--- config.mk ---
export PLATFORM = sky130hd
export DESIGN_NAME = diff_drive_wheel_odometry
export DESIGN_NICKNAME = d
export VERILOG_FILES = /design/src/design/ddwo_pkg.sv /design/src/design/ddwo_mul.sv /design/src/design/ddwo_cordic.sv /design/src/design/diff_drive_wheel_odometry.sv
export VERILOG_INCLUDE_DIRS = /design/src /design/src/design
export SDC_FILE = /design/constraint.sdc
export NUM_CORES = 2
export LEC_CHECK = 0
export ABC_AREA = 0
export BUFFER_PORTS_ARGS = -buffer_cell sky130_fd_sc_hd__buf_2
export CORE_MARGIN = 2
export CORE_UTILIZATION = 50
export DETAILED_ROUTE_END_ITERATION = 8
export PLACE_DENSITY_LB_ADDON = 0.15
export SYNTH_ARGS = -nofsm -noshare
export SYNTH_HDL_FRONTEND = slang
export SYNTH_SLANG_ARGS = --single-unit
--- constraint.sdc ---
create_clock -name i_clk -period 27.7 [get_ports i_clk]
set_input_delay 5.54 -clock i_clk [delete_from_list [all_inputs] [get_ports i_clk]]
set_output_delay 5.54 -clock i_clk [all_outputs]
set_load 0.01 [all_outputs]
--- src/design/diff_drive_wheel_odometry_defines.svh ---
// Shared assertion macros for the odometry block.
`ifndef DIFF_DRIVE_WHEEL_ODOMETRY_DEFINES_SVH
`define DIFF_DRIVE_WHEEL_ODOMETRY_DEFINES_SVH
`ifndef ASSERT_OFF
// Clocked check, skipped while reset is asserted
`define DDWO_ASSERT_RST(lbl, clk, rst_n, prop, msg) \
    lbl: assert property (@(posedge clk) disable iff (!rst_n) prop) else $error(msg);
// Clocked check that also holds through reset
`define DDWO_ASSERT_ALL(lbl, clk, prop, msg) \
    lbl: assert property (@(posedge clk) prop) else $error(msg);
`else
`define DDWO_ASSERT_RST(lbl, clk, rst_n, prop, msg)
`define DDWO_ASSERT_ALL(lbl, clk, prop, msg)
`endif
`endif

--- src/design/ddwo_pkg.sv ---
package ddwo_pkg;

    // CORDIC setup
    localparam int TRIG_ITERS = 16;
    localparam int TAB_LEN    = 24;
    localparam int ITER_W     = $clog2(TAB_LEN);
    localparam int TRIG_W     = 34;
    localparam logic signed [TRIG_W-1:0] CORDIC_K = 34'sd652032874;

    // Serial multiplier widths
    localparam int MUL_A_W = 37;
    localparam int MUL_B_W = 32;
    localparam int MUL_P_W = MUL_A_W + MUL_B_W;
    localparam int MUL_N_W = 6;

    // Position clamp, 2^-32 m
    localparam logic signed [49:0] POS_MAX = 50'sd140737488355327;
    localparam logic signed [49:0] POS_MIN = -50'sd140737488355328;

    // Configuration register indexes and reset values
    localparam int CFG_IDX_W = 2;
    localparam logic [CFG_IDX_W-1:0] CFG_DIST = 2'd0;
    localparam logic [CFG_IDX_W-1:0] CFG_YAW  = 2'd1;
    localparam logic [CFG_IDX_W-1:0] CFG_RATE = 2'd2;
    localparam logic [23:0] DIST_RST = 24'd217417;
    localparam logic [23:0] YAW_RST  = 24'd173015;
    localparam logic [9:0]  RATE_RST = 10'd20;

    typedef struct packed {
        logic [11:0] left_raw;
        logic [11:0] right_raw;
    } t_in;

    typedef struct packed {
        logic signed [31:0] pos_x;
        logic signed [31:0] pos_y;
        logic [15:0]        heading;
        logic signed [31:0] lin_vel;
        logic signed [31:0] ang_vel;
    } t_out;

    typedef struct packed {
        logic               start;
        logic [MUL_N_W-1:0] nbits;
    } t_mul_req;

    typedef enum logic [3:0] {
        ST_IDLE,
        ST_MUL_S,
        ST_MUL_Y,
        ST_MUL_L,
        ST_MUL_A,
        ST_CORDIC,
        ST_MUL_X,
        ST_MUL_P,
        ST_OUT
    } t_state;

    // Arctangent of 2^-i in 2^-32 turn
    function automatic logic [31:0] atan_entry(input logic [ITER_W-1:0] idx);
        logic [31:0] v;
        case (idx)
            5'd0:  v = 32'd536870912;
            5'd1:  v = 32'd316933406;
            5'd2:  v = 32'd167458907;
            5'd3:  v = 32'd85004756;
            5'd4:  v = 32'd42667331;
            5'd5:  v = 32'd21354465;
            5'd6:  v = 32'd10679838;
            5'd7:  v = 32'd5340245;
            5'd8:  v = 32'd2670163;
            5'd9:  v = 32'd1335087;
            5'd10: v = 32'd667544;
            5'd11: v = 32'd333772;
            5'd12: v = 32'd166886;
            5'd13: v = 32'd83443;
            5'd14: v = 32'd41722;
            5'd15: v = 32'd20861;
            5'd16: v = 32'd10430;
            5'd17: v = 32'd5215;
            5'd18: v = 32'd2608;
            5'd19: v = 32'd1304;
            5'd20: v = 32'd652;
            5'd21: v = 32'd326;
            5'd22: v = 32'd163;
            5'd23: v = 32'd81;
            default: v = 32'd0;
        endcase
        return v;
    endfunction

endpackage

--- src/design/ddwo_mul.sv ---
// Bit-serial unsigned multiplier, MSB of B first, one bit per cycle
module ddwo_mul (
    input  logic                              i_clk,
    input  logic                              i_rst_n,
    input  ddwo_pkg::t_mul_req                i_req,
    input  logic [ddwo_pkg::MUL_A_W-1:0]      i_a,
    input  logic [ddwo_pkg::MUL_B_W-1:0]      i_b,
    output logic                              o_done,
    output logic [ddwo_pkg::MUL_P_W-1:0]      o_prod
);

    logic [ddwo_pkg::MUL_A_W-1:0] r_a;
    logic [ddwo_pkg::MUL_B_W-1:0] r_b;
    logic [ddwo_pkg::MUL_P_W-1:0] r_acc;
    logic [ddwo_pkg::MUL_P_W-1:0] n_acc;
    logic [ddwo_pkg::MUL_N_W-1:0] r_cnt;
    logic                         r_busy;
    logic                         r_done;

    // shift-and-add step
    assign n_acc = {r_acc[ddwo_pkg::MUL_P_W-2:0], 1'b0}
                 + (r_b[ddwo_pkg::MUL_B_W-1]
                    ? {{ddwo_pkg::MUL_B_W{1'b0}}, r_a}
                    : {ddwo_pkg::MUL_P_W{1'b0}});

    always_ff @(posedge i_clk) begin
        if (!i_rst_n) begin
            r_busy <= 1'b0;
            r_done <= 1'b0;
        end else begin
            r_done <= 1'b0;
            if (i_req.start) begin
                r_busy <= 1'b1;
                r_cnt  <= i_req.nbits;
                r_a    <= i_a;
                // left-align the active bits of B
                r_b    <= i_b << (ddwo_pkg::MUL_N_W'(ddwo_pkg::MUL_B_W) - i_req.nbits);
                r_acc  <= '0;
            end else if (r_busy) begin
                r_acc <= n_acc;
                r_b   <= {r_b[ddwo_pkg::MUL_B_W-2:0], 1'b0};
                r_cnt <= r_cnt - 1'b1;
                if (r_cnt == ddwo_pkg::MUL_N_W'(1)) begin
                    r_busy <= 1'b0;
                    r_done <= 1'b1;
                end
            end
        end
    end

    assign o_done = r_done;
    assign o_prod = r_acc;

endmodule

--- src/design/ddwo_cordic.sv ---
// Iterative rotation CORDIC, one micro-rotation per cycle
module ddwo_cordic (
    input  logic                              i_clk,
    input  logic                              i_rst_n,
    input  logic                              i_start,
    input  logic [31:0]                       i_ang,
    output logic                              o_done,
    output logic signed [ddwo_pkg::TRIG_W-1:0] o_cos,
    output logic signed [ddwo_pkg::TRIG_W-1:0] o_sin
);

    logic signed [ddwo_pkg::TRIG_W-1:0] r_x;
    logic signed [ddwo_pkg::TRIG_W-1:0] r_y;
    logic signed [ddwo_pkg::TRIG_W-1:0] r_z;
    logic [1:0]                         r_q;
    logic [ddwo_pkg::ITER_W-1:0]        r_i;
    logic                               r_busy;
    logic                               r_done;
    logic [31:0]                        ang_bias;
    logic [1:0]                         q;
    logic [31:0]                        rem;
    logic signed [ddwo_pkg::TRIG_W-1:0] dx;
    logic signed [ddwo_pkg::TRIG_W-1:0] dy;
    logic signed [ddwo_pkg::TRIG_W-1:0] at;

    // reduce to +-1/8 turn around the nearest quadrant
    assign ang_bias = i_ang + 32'h2000_0000;
    assign q        = ang_bias[31:30];
    assign rem      = i_ang - {q, 30'd0};

    assign dx = r_y >>> r_i;
    assign dy = r_x >>> r_i;
    assign at = $signed({2'b00, ddwo_pkg::atan_entry(r_i)});

    always_ff @(posedge i_clk) begin
        if (!i_rst_n) begin
            r_busy <= 1'b0;
            r_done <= 1'b0;
        end else begin
            r_done <= 1'b0;
            if (i_start) begin
                r_busy <= 1'b1;
                r_i    <= '0;
                r_q    <= q;
                r_x    <= ddwo_pkg::CORDIC_K;
                r_y    <= '0;
                r_z    <= $signed({{2{rem[31]}}, rem});
            end else if (r_busy) begin
                if (!r_z[ddwo_pkg::TRIG_W-1]) begin
                    r_x <= r_x - dx;
                    r_y <= r_y + dy;
                    r_z <= r_z - at;
                end else begin
                    r_x <= r_x + dx;
                    r_y <= r_y - dy;
                    r_z <= r_z + at;
                end
                r_i <= r_i + 1'b1;
                if (r_i == ddwo_pkg::ITER_W'(ddwo_pkg::TRIG_ITERS - 1)) begin
                    r_busy <= 1'b0;
                    r_done <= 1'b1;
                end
            end
        end
    end

    // rotate back by the quadrant
    always_comb begin
        case (r_q)
            2'd0: begin
                o_cos = r_x;
                o_sin = r_y;
            end
            2'd1: begin
                o_cos = -r_y;
                o_sin = r_x;
            end
            2'd2: begin
                o_cos = -r_x;
                o_sin = -r_y;
            end
            default: begin
                o_cos = r_y;
                o_sin = -r_x;
            end
        endcase
    end

    assign o_done = r_done;

endmodule

--- src/design/diff_drive_wheel_odometry.sv ---
// Channel | Direction | Handshake              | Payload
// in      | input     | i_in_valid / o_in_stall | i_in_data  (left_raw, right_raw)
// out     | output    | o_out_valid / i_out_stall | o_out_data (pose, velocities)
// cfg     | input     | i_cfg_we                | i_cfg_idx, i_cfg_data
//
// Each item runs six bit-serial multiplies (13, 13, 10, 10, 32 and 32
// bits, each with a launch and a completion step), a 16-iteration CORDIC
// and an output step, run back to back, with all multiplies on one shared
// multiplier. One item is in work at a time; the next is taken in idle,
// once the result has been loaded into the output register.
// Reset is synchronous, active low, clears pose and last counts and restores
// the config defaults.
// A stalled output holds its transfer; the next item may still be accepted.
`include "diff_drive_wheel_odometry_defines.svh"
module diff_drive_wheel_odometry (
    input  logic                                 i_clk,
    input  logic                                 i_rst_n,
    input  logic                                 i_in_valid,
    output logic                                 o_in_stall,
    input  ddwo_pkg::t_in                        i_in_data,
    output logic                                 o_out_valid,
    input  logic                                 i_out_stall,
    output ddwo_pkg::t_out                       o_out_data,
    input  logic                                 i_cfg_we,
    input  logic [ddwo_pkg::CFG_IDX_W-1:0]       i_cfg_idx,
    input  logic [23:0]                          i_cfg_data
);

    ddwo_pkg::t_state r_state;
    ddwo_pkg::t_state n_state;
    logic             r_launched;
    logic             n_launched;

    logic [23:0] r_dist;
    logic [23:0] r_yawpc;
    logic [9:0]  r_rate;

    logic [11:0]        r_last_l;
    logic [11:0]        r_last_r;
    logic [31:0]        r_yaw;
    logic signed [47:0] r_x;
    logic signed [47:0] r_y;

    logic        r_sumc_neg;
    logic [12:0] r_sumc_mag;
    logic        r_difc_neg;
    logic [12:0] r_difc_mag;
    logic        r_sum_neg;
    logic [36:0] r_sum_mag;
    logic        r_dy_neg;
    logic [36:0] r_dy_mag;
    logic [31:0] r_lin;
    logic [31:0] r_ang;
    logic        r_c_neg;
    logic [31:0] r_c_mag;
    logic        r_s_neg;
    logic [31:0] r_s_mag;

    ddwo_pkg::t_out r_out;
    logic           r_out_valid;

    logic                          in_acc;
    logic                          out_free;
    logic                          in_mul_step;
    ddwo_pkg::t_mul_req            mul_req;
    logic [ddwo_pkg::MUL_A_W-1:0]  mul_a;
    logic [ddwo_pkg::MUL_B_W-1:0]  mul_b;
    logic                          mul_done;
    logic [ddwo_pkg::MUL_P_W-1:0]  mul_prod;
    logic                          cor_start;
    logic                          cor_done;
    logic signed [ddwo_pkg::TRIG_W-1:0] cor_cos;
    logic signed [ddwo_pkg::TRIG_W-1:0] cor_sin;

    logic signed [11:0] dl;
    logic signed [11:0] dr;
    logic signed [12:0] sumc;
    logic signed [12:0] difc;
    logic [47:0]        vel_v;
    logic [47:0]        dy_v;
    logic [37:0]        step_mag;
    logic               step_neg;
    logic signed [49:0] step_v;
    logic signed [47:0] pos_old;
    logic signed [49:0] pos_sum;
    logic signed [47:0] pos_new;

    assign in_acc   = i_in_valid && !o_in_stall;
    assign out_free = !r_out_valid || !i_out_stall;

    // steps that run on the shared multiplier
    assign in_mul_step = r_state inside {ddwo_pkg::ST_MUL_S, ddwo_pkg::ST_MUL_Y,
                                         ddwo_pkg::ST_MUL_L, ddwo_pkg::ST_MUL_A,
                                         ddwo_pkg::ST_MUL_X, ddwo_pkg::ST_MUL_P};

    // wheel deltas: modular 12-bit difference read as signed
    assign dl   = $signed(i_in_data.left_raw - r_last_l);
    assign dr   = $signed(i_in_data.right_raw - r_last_r);
    assign sumc = {dl[11], dl} + {dr[11], dr};
    assign difc = {dr[11], dr} - {dl[11], dl};

    // signed value of the current product for velocity and yaw paths
    assign vel_v = (r_state == ddwo_pkg::ST_MUL_L ? r_sum_neg : r_dy_neg)
                   ? -{1'b0, mul_prod[46:0]} : {1'b0, mul_prod[46:0]};
    assign dy_v  = r_difc_neg ? -{11'd0, mul_prod[36:0]} : {11'd0, mul_prod[36:0]};

    // position step, truncated toward zero, then saturating add
    assign step_mag = mul_prod[68:31];
    assign step_neg = r_sum_neg != ((r_state == ddwo_pkg::ST_MUL_X) ? r_c_neg : r_s_neg);
    assign step_v   = step_neg ? -$signed({12'd0, step_mag}) : $signed({12'd0, step_mag});
    assign pos_old  = (r_state == ddwo_pkg::ST_MUL_X) ? r_x : r_y;
    assign pos_sum  = $signed({{2{pos_old[47]}}, pos_old}) + step_v;

    always_comb begin
        if (pos_sum > ddwo_pkg::POS_MAX) begin
            pos_new = ddwo_pkg::POS_MAX[47:0];
        end else if (pos_sum < ddwo_pkg::POS_MIN) begin
            pos_new = ddwo_pkg::POS_MIN[47:0];
        end else begin
            pos_new = pos_sum[47:0];
        end
    end

    // sequencer: next state and unit launches
    always_comb begin
        n_state       = r_state;
        n_launched    = r_launched;
        mul_req.start = 1'b0;
        mul_req.nbits = '0;
        mul_a         = '0;
        mul_b         = '0;
        cor_start     = 1'b0;
        o_in_stall    = 1'b1;
        case (r_state)
            ddwo_pkg::ST_IDLE: begin
                o_in_stall = 1'b0;
                if (i_in_valid) begin
                    n_state = ddwo_pkg::ST_MUL_S;
                end
            end
            ddwo_pkg::ST_MUL_S: begin
                mul_req.nbits = ddwo_pkg::MUL_N_W'(13);
                mul_a         = {13'd0, r_dist};
                mul_b         = {19'd0, r_sumc_mag};
            end
            ddwo_pkg::ST_MUL_Y: begin
                mul_req.nbits = ddwo_pkg::MUL_N_W'(13);
                mul_a         = {13'd0, r_yawpc};
                mul_b         = {19'd0, r_difc_mag};
            end
            ddwo_pkg::ST_MUL_L: begin
                mul_req.nbits = ddwo_pkg::MUL_N_W'(10);
                mul_a         = r_sum_mag;
                mul_b         = {22'd0, r_rate};
            end
            ddwo_pkg::ST_MUL_A: begin
                mul_req.nbits = ddwo_pkg::MUL_N_W'(10);
                mul_a         = r_dy_mag;
                mul_b         = {22'd0, r_rate};
            end
            ddwo_pkg::ST_CORDIC: begin
                if (!r_launched) begin
                    cor_start  = 1'b1;
                    n_launched = 1'b1;
                end else if (cor_done) begin
                    n_launched = 1'b0;
                    n_state    = ddwo_pkg::ST_MUL_X;
                end
            end
            ddwo_pkg::ST_MUL_X: begin
                mul_req.nbits = ddwo_pkg::MUL_N_W'(32);
                mul_a         = r_sum_mag;
                mul_b         = r_c_mag;
            end
            ddwo_pkg::ST_MUL_P: begin
                mul_req.nbits = ddwo_pkg::MUL_N_W'(32);
                mul_a         = r_sum_mag;
                mul_b         = r_s_mag;
            end
            ddwo_pkg::ST_OUT: begin
                if (out_free) begin
                    n_state = ddwo_pkg::ST_IDLE;
                end
            end
            default: begin
                n_state = ddwo_pkg::ST_IDLE;
            end
        endcase

        // common launch and completion for the multiply steps
        if (in_mul_step) begin
            if (!r_launched) begin
                mul_req.start = 1'b1;
                n_launched    = 1'b1;
            end else if (mul_done) begin
                n_launched = 1'b0;
                case (r_state)
                    ddwo_pkg::ST_MUL_S: n_state = ddwo_pkg::ST_MUL_Y;
                    ddwo_pkg::ST_MUL_Y: n_state = ddwo_pkg::ST_MUL_L;
                    ddwo_pkg::ST_MUL_L: n_state = ddwo_pkg::ST_MUL_A;
                    ddwo_pkg::ST_MUL_A: n_state = ddwo_pkg::ST_CORDIC;
                    ddwo_pkg::ST_MUL_X: n_state = ddwo_pkg::ST_MUL_P;
                    default:            n_state = ddwo_pkg::ST_OUT;
                endcase
            end
        end
    end

    always_ff @(posedge i_clk) begin
        if (!i_rst_n) begin
            r_state     <= ddwo_pkg::ST_IDLE;
            r_launched  <= 1'b0;
            r_out_valid <= 1'b0;
            r_dist      <= ddwo_pkg::DIST_RST;
            r_yawpc     <= ddwo_pkg::YAW_RST;
            r_rate      <= ddwo_pkg::RATE_RST;
            r_last_l    <= '0;
            r_last_r    <= '0;
            r_yaw       <= '0;
            r_x         <= '0;
            r_y         <= '0;
        end else begin
            r_state    <= n_state;
            r_launched <= n_launched;

            // configuration writes
            if (i_cfg_we) begin
                case (i_cfg_idx)
                    ddwo_pkg::CFG_DIST: r_dist  <= i_cfg_data;
                    ddwo_pkg::CFG_YAW:  r_yawpc <= i_cfg_data;
                    ddwo_pkg::CFG_RATE: r_rate  <= i_cfg_data[9:0];
                    default: ;
                endcase
            end

            // input transfer: unwrap and keep sign/magnitude of the count sum and difference
            if (in_acc) begin
                r_last_l   <= i_in_data.left_raw;
                r_last_r   <= i_in_data.right_raw;
                r_sumc_neg <= sumc[12];
                r_sumc_mag <= sumc[12] ? 13'(-sumc) : 13'(sumc);
                r_difc_neg <= difc[12];
                r_difc_mag <= difc[12] ? 13'(-difc) : 13'(difc);
            end

            // capture each finished multiply
            if (r_launched && mul_done) begin
                case (r_state)
                    ddwo_pkg::ST_MUL_S: begin
                        r_sum_neg <= r_sumc_neg;
                        r_sum_mag <= mul_prod[36:0];
                    end
                    ddwo_pkg::ST_MUL_Y: begin
                        r_dy_neg <= r_difc_neg;
                        r_dy_mag <= mul_prod[36:0];
                        r_yaw    <= r_yaw + dy_v[31:0];
                    end
                    // both velocities stay within 31 bits, so no clamp
                    ddwo_pkg::ST_MUL_L: r_lin <= {vel_v[47], vel_v[47:17]};
                    ddwo_pkg::ST_MUL_A: r_ang <= vel_v[47:16];
                    ddwo_pkg::ST_MUL_X: r_x <= pos_new;
                    ddwo_pkg::ST_MUL_P: r_y <= pos_new;
                    default: ;
                endcase
            end

            // cos/sin as sign and magnitude for the serial multiplier
            if (r_state == ddwo_pkg::ST_CORDIC && cor_done) begin
                r_c_neg <= cor_cos[ddwo_pkg::TRIG_W-1];
                r_c_mag <= cor_cos[ddwo_pkg::TRIG_W-1] ? 32'(-cor_cos) : 32'(cor_cos);
                r_s_neg <= cor_sin[ddwo_pkg::TRIG_W-1];
                r_s_mag <= cor_sin[ddwo_pkg::TRIG_W-1] ? 32'(-cor_sin) : 32'(cor_sin);
            end

            // output register
            if (r_state == ddwo_pkg::ST_OUT && out_free) begin
                r_out_valid     <= 1'b1;
                r_out.pos_x     <= r_x[47:16];
                r_out.pos_y     <= r_y[47:16];
                r_out.heading   <= r_yaw[31:16];
                r_out.lin_vel   <= r_lin;
                r_out.ang_vel   <= r_ang;
            end else if (r_out_valid && !i_out_stall) begin
                r_out_valid <= 1'b0;
            end
        end
    end

    assign o_out_valid = r_out_valid;
    assign o_out_data  = r_out;

    ddwo_mul u_mul (
        .i_clk   (i_clk),
        .i_rst_n (i_rst_n),
        .i_req   (mul_req),
        .i_a     (mul_a),
        .i_b     (mul_b),
        .o_done  (mul_done),
        .o_prod  (mul_prod)
    );

    ddwo_cordic u_cordic (
        .i_clk   (i_clk),
        .i_rst_n (i_rst_n),
        .i_start (cor_start),
        .i_ang   (r_yaw),
        .o_done  (cor_done),
        .o_cos   (cor_cos),
        .o_sin   (cor_sin)
    );

    // multiplier completes only while a multiply step waits for it
    `DDWO_ASSERT_RST(a_mul_done_state, i_clk, i_rst_n, mul_done |-> (r_launched && in_mul_step), "multiplier finished outside a multiply step")
    // CORDIC completes only in its own step
    `DDWO_ASSERT_RST(a_cor_done_state, i_clk, i_rst_n, cor_done |-> (r_state == ddwo_pkg::ST_CORDIC && r_launched), "CORDIC finished outside its step")
    // a new result appears only from the output step
    `DDWO_ASSERT_RST(a_out_from_seq, i_clk, i_rst_n, $rose(o_out_valid) |-> $past(r_state == ddwo_pkg::ST_OUT), "result raised without the output step")
    // no item is taken while one is in work
    `DDWO_ASSERT_ALL(a_in_only_idle, i_clk, (i_rst_n && !o_in_stall) |-> (r_state == ddwo_pkg::ST_IDLE), "input open while busy")

endmodule

* Word-level counts from Yosys, hierarchy flattened
Memories as Yosys holds them, arrays and structs flattened. A register that Yosys moved wholly into a read port is not among the register bits. Cells that the tools add are included.
Cells by class: shifts and indexed selects 3, multiplexer cells 62, reduce and logical (&&, ||, !) cells 39, $lt $le $gt $ge 2, equality and inequality tests 15, add/sub/neg operators 27, bitwise operators 3
Operators by type and width (number):
- $mux 34 | 7
- $pmux 34 s3 | 2
- $mux 48 | 4
- $mux 32 | 5
- $pmux 32 s5 | 1
- $pmux 37 s4 | 1
- $neg 32->32 | 3
- $add 69x37->69 | 1
- $mux 69 | 1
- $add 34x34->34 | 2
- $neg 34->34 | 2
- $sshr 34x5->34 | 2
- $sub 34x34->34 | 2
- $add 48x50->50 | 1
- $gt 50x48->1 const B | 1
- $lt 50x48->1 const B | 1
- $mux 50 | 1
- $neg 38->50 | 1
- $neg 47->48 | 1
- $mux 37 | 1
- $add 34x33->34 | 1
- $sub 34x33->34 | 1
- $add 32x30->32 const B | 1
- $add 32x32->32 | 1
- 39 further kinds | 107
Word-level totals: output and inout bits 146, memories 1, logic and storage cells 197, bits in read-only memories 960, input bits 55, flip-flop bits (word level) 849
Memory list:
- (no name shown) | depth 32, bits a word 30, read ports 1, clocked after memory_dff 1, write ports 0, RTL line ddwo_pkg.sv:62 | case (idx)

* Logic depth before layout (Yosys ltp)
word-level depth 8, gate-level depth with buffers 28

* Modules after synthesis
A second synthesis with hierarchy kept.
Second synthesis, totals: cells, all modules 6468, area, all modules 61087.3 sq um
By module, submodules not included:
- diff_drive_wheel_odometry | times used 1, cells an instance 3017, area an instance 30917.2 sq um
- ddwo_cordic | times used 1, cells an instance 2487, area an instance 20407.1 sq um
- ddwo_mul | times used 1, cells an instance 964, area an instance 9763.1 sq um

* Least setup slack after synthesis
OpenSTA, ideal clock, no wires.
kind input to register, start in i_rst_n, end reg r_out (netlist bit o_out_data[0]), enable pin, data required time 27.053 ns, setup time 0.647 ns, slack 14.710 ns, stages on the path 5, data arrival time 12.343 ns, cells stage by stage clkbuf_1 -> clkbuf_1 -> buf_1 -> nand2_1 -> nor2_1
On the way: word-level cells in the longest chain between the ends 1
RTL lines:
- start: declaration | RTL line diff_drive_wheel_odometry.sv:17 | input logic i_rst_n,
- $reduce_and 2->1 (no source line)
- end: declaration | RTL line diff_drive_wheel_odometry.sv:59 | ddwo_pkg::t_out r_out;
No other way between the ends. A chain may end at the register's enable or synchronous reset.

* Worst setup path in the final report
start in i_in_data[0] (netlist name), end reg r_difc_mag[11] (data pin)
On the way: word-level cells in the longest chain between the ends 4
RTL lines:
- start: declaration | RTL line diff_drive_wheel_odometry.sv:20 | input ddwo_pkg::t_in i_in_data,
- $sub 12x12->12 (*) | RTL line diff_drive_wheel_odometry.sv:98 | assign dr = $signed(i_in_data.right_raw - r_last_r);
- $sub 12x12->13 (*) | RTL line diff_drive_wheel_odometry.sv:100 | assign difc = {dr[11], dr} - {dl[11], dl};
- $neg 13->13 | RTL line diff_drive_wheel_odometry.sv:243 | r_difc_mag <= difc[12] ? 13'(-difc) : 13'(difc);
- $mux 12 (*) | RTL line diff_drive_wheel_odometry.sv:243
- end signal: assignment | RTL line diff_drive_wheel_odometry.sv:243
- end: declaration | RTL line diff_drive_wheel_odometry.sv:47 | logic [12:0] r_difc_mag;
Mark *: on every way between the ends. The rest lies on a longest branch, timed or not.

==> out/qor.csv <==
metric,value,unit
yosysTopAreaCell,edfxtp_1,
grt_overflow,0,
grt_start_max_net_pins,92,
htree_num_levels,3,
syn_nets,6760,
comb_power_share,0.132,
cts_tree,built,
status,"finished, final reports clean",
finalHoldViolations,0,
drt_first_pass_iters,9,
synth_area,60800,um^2
min_period_over_period,0.341,
fp.dieH,353,um
drt_wl_total,178000,um
fp.dieW,353,um
numCtsBuffers,95,
path_class,input port to flip-flop,
p_per_area,49.3,nW/um^2
io_buffers,200,
path_clk_slew,60,ps
layout_commonest_cell,edfxtp_1,
switching_share,0.268,
rsz0062_at_grt,false,
slew_headroom,0.154,
drt-initial-drc-count,4335,
num-nets-final,6729,
layout_common_cells,"628 x edfxtp_1, 593 x nand2_1, 524 x nor2_1",
drv_cap,0,
worst_slack,18260,ps
grt_pass1_wl,277000,um
r2r_setup_slack,19540,ps
remaining_drc_errors,0,
crit_path_end_kind,flip-flop,
num-fill-cells,10800,
synthCells,6407,
syn_to_final_growth,9.09,%
ys_seq_elements,878,
insertion_delay,740,ps
fin_setup_tns,0,ps
num_rows,127,
post_cts_resized,0,
routed-via-count,49700,
syn_avg_cell_area,9.48,um^2
worstPathArrival,9890,ps
pin_count,201,
finalClockSkew,74.4,ps
vdd_drop_max,0.0571,mV
required,28160,ps
synth_edf_count,628,
setup_viol,0,
initial_core_util,0.505,
post-place-ws,17570,ps
ys_seq_area_frac,0.393,
max_freq,0.106,GHz
critical_path_peak_fanout,9,
fin_crit,9440,ps
ys_top_cells_by_area,"edfxtp_1 31%, dfxtp_1 8.2%, ha_1 5.9%, xnor2_1 5.4%, a21oi_1 4.1%",
ctsHoldBuffers,0,
power.switching,0.000877,W
drv_slew,0,
viasPerCell,6.16,
synth_flop_cell,edfxtp_1,
track_usage,0.278,
grt_pass1_vias,47300,
tightest_slew,1270,ps
core_area,120000,um^2
p_int,0.00239,W
clkSinkCount,878,
cts_setup_buffers,0,
p_seq_frac,0.454,
drive_gt1_frac,0.125,
synth.distinct_cells,97,
utilization,0.551,
gp_congestion,0.959,
synth_top_area_frac,0.310,
async_flop_share,0,
wire_per_inst,22.1,um
ys_warn_count,0,
clockRootBuffer,clkbuf_16,
hpwl,129000,um
die-area,124000,um^2
cp-start-kind,input port,
antenna_found_initial,2,
ant_nets,0,
hp-class,flip-flop to flip-flop,
clock_power_share,0.414,
power_leakage,25.3,nW
cts_buffer_depth,3,
[cell usage after synthesis (130+ instances only)]
library cell and number:
o21ai_0 344, nor2_1 529, mux2i_1 152, inv_1 186, a21oi_1 496, xnor2_1 378
edfxtp_1 628, dfxtp_1 250, xor2_1 215, ha_1 288, nand2_1 593, clkbuf_1 326
a21o_1 130
[area by class of cell]
| type | instances | area (um^2) | share of cell area |
|---|---|---|---|
| multi-input combinational | 4922 | 34600 | 0.523 |
| clock buffer | 112 | 2570 | 0.0387 |
| antenna | 3 | 7.51 | 0.000113 |
| sequential | 878 | 23900 | 0.360 |
| tap | 1612 | 2020 | 0.0304 |
| inverter | 192 | 723 | 0.0109 |
| clock inverter | 68 | 803 | 0.0121 |
| timing repair buffer | 287 | 1660 | 0.0250 |
[routing by layer]
layer  vias to the layer above  share of wire  GRT usage
met5                         -              0          0
li1                      23700              -          -
met4                         0          0.032     0.0973
met2                      1888           0.45      0.442
met1                     23800           0.44      0.387
met3                       335          0.075     0.0423
[sequential cells by signal, summed over array words and instances (netlist names), 34 cells and up]
signal and count:
u_mul.r_a 37, r_sum_mag 37, u_cordic.r_y 34, o_out_data 143
r_x 48, u_mul.o_prod 69, u_cordic.r_z 34, r_y 48
r_dy_mag 37, u_cordic.r_x 34
[stage by stage]
step           total power (W)  instances  cell area (um^2)  hold slack (ps)
2_1_floorplan          0.00182       6407             60800              400
5_1_grt                0.00340       8071             66300              423
4_1_cts                0.00329       8071             66300              418
3_3_place_gp           0.00193       7891             62900              401
6_report               0.00327       8074             66300              417
3_5_place_dp           0.00194       7891             62900              405
[worst max-delay path: stages]
cell      delay (ps)
buf_2            100
inv_1             50
ha_1             150
inv_1             50
fa_1             400
a21o_1           200
a21oi_1          230
o21bai_1          90
a21oi_1          250
nor2b_1           80
o21a_1           190
o21ai_0          150
nand2b_1          80
a21oi_1          170
xnor2_1          120
ha_1             500
nor3_1           100
and3_1           190
a41o_1           200
nor4_1           690
a31oi_1          200
xnor2_1          170
[power groups by stage]
stage / Clock (W) / Sequential [W] / Combinational, W
final: 0.00135 / 0.00148 / 0.000431
after global routing: 0.00143 / 0.00149 / 0.000479
after CTS: 0.00138 / 0.00148 / 0.000428
after detailed placement: 0 / 0.00151 / 0.000426
after global placement: 0 / 0.00151 / 0.000419
after floorplan: 0 / 0.00149 / 0.000330
[cells by family (layout without fill, tap and decap cells)]
| family | after synthesis | count (layout) | synth area share |
|---|---|---|---|
| other cells | 0 | 3 | 0 |
| flops | 878 | 878 | 0.393 |
| compound gates | 1794 | 1794 | 0.198 |
| fa+ha+maj | 298 | 298 | 0.0626 |
| mux | 329 | 329 | 0.0714 |
| buf+inv | 607 | 659 | 0.0394 |
| xor+xnor | 593 | 593 | 0.0855 |
| simple gates | 1908 | 1908 | 0.150 |
[final timing paths]
kind              cells past startpoint            start          endpoint
setup reg to reg                     22  u_cordic.r_i[1]  u_cordic.r_y[32]
setup / recovery                     22     i_in_data[0]    r_difc_mag[11]
hold reg to reg                       0         r_ang[7]     o_out_data[7]
hold / removal                        0         r_ang[7]     o_out_data[7]
Power figures use the tool's default switching activity.
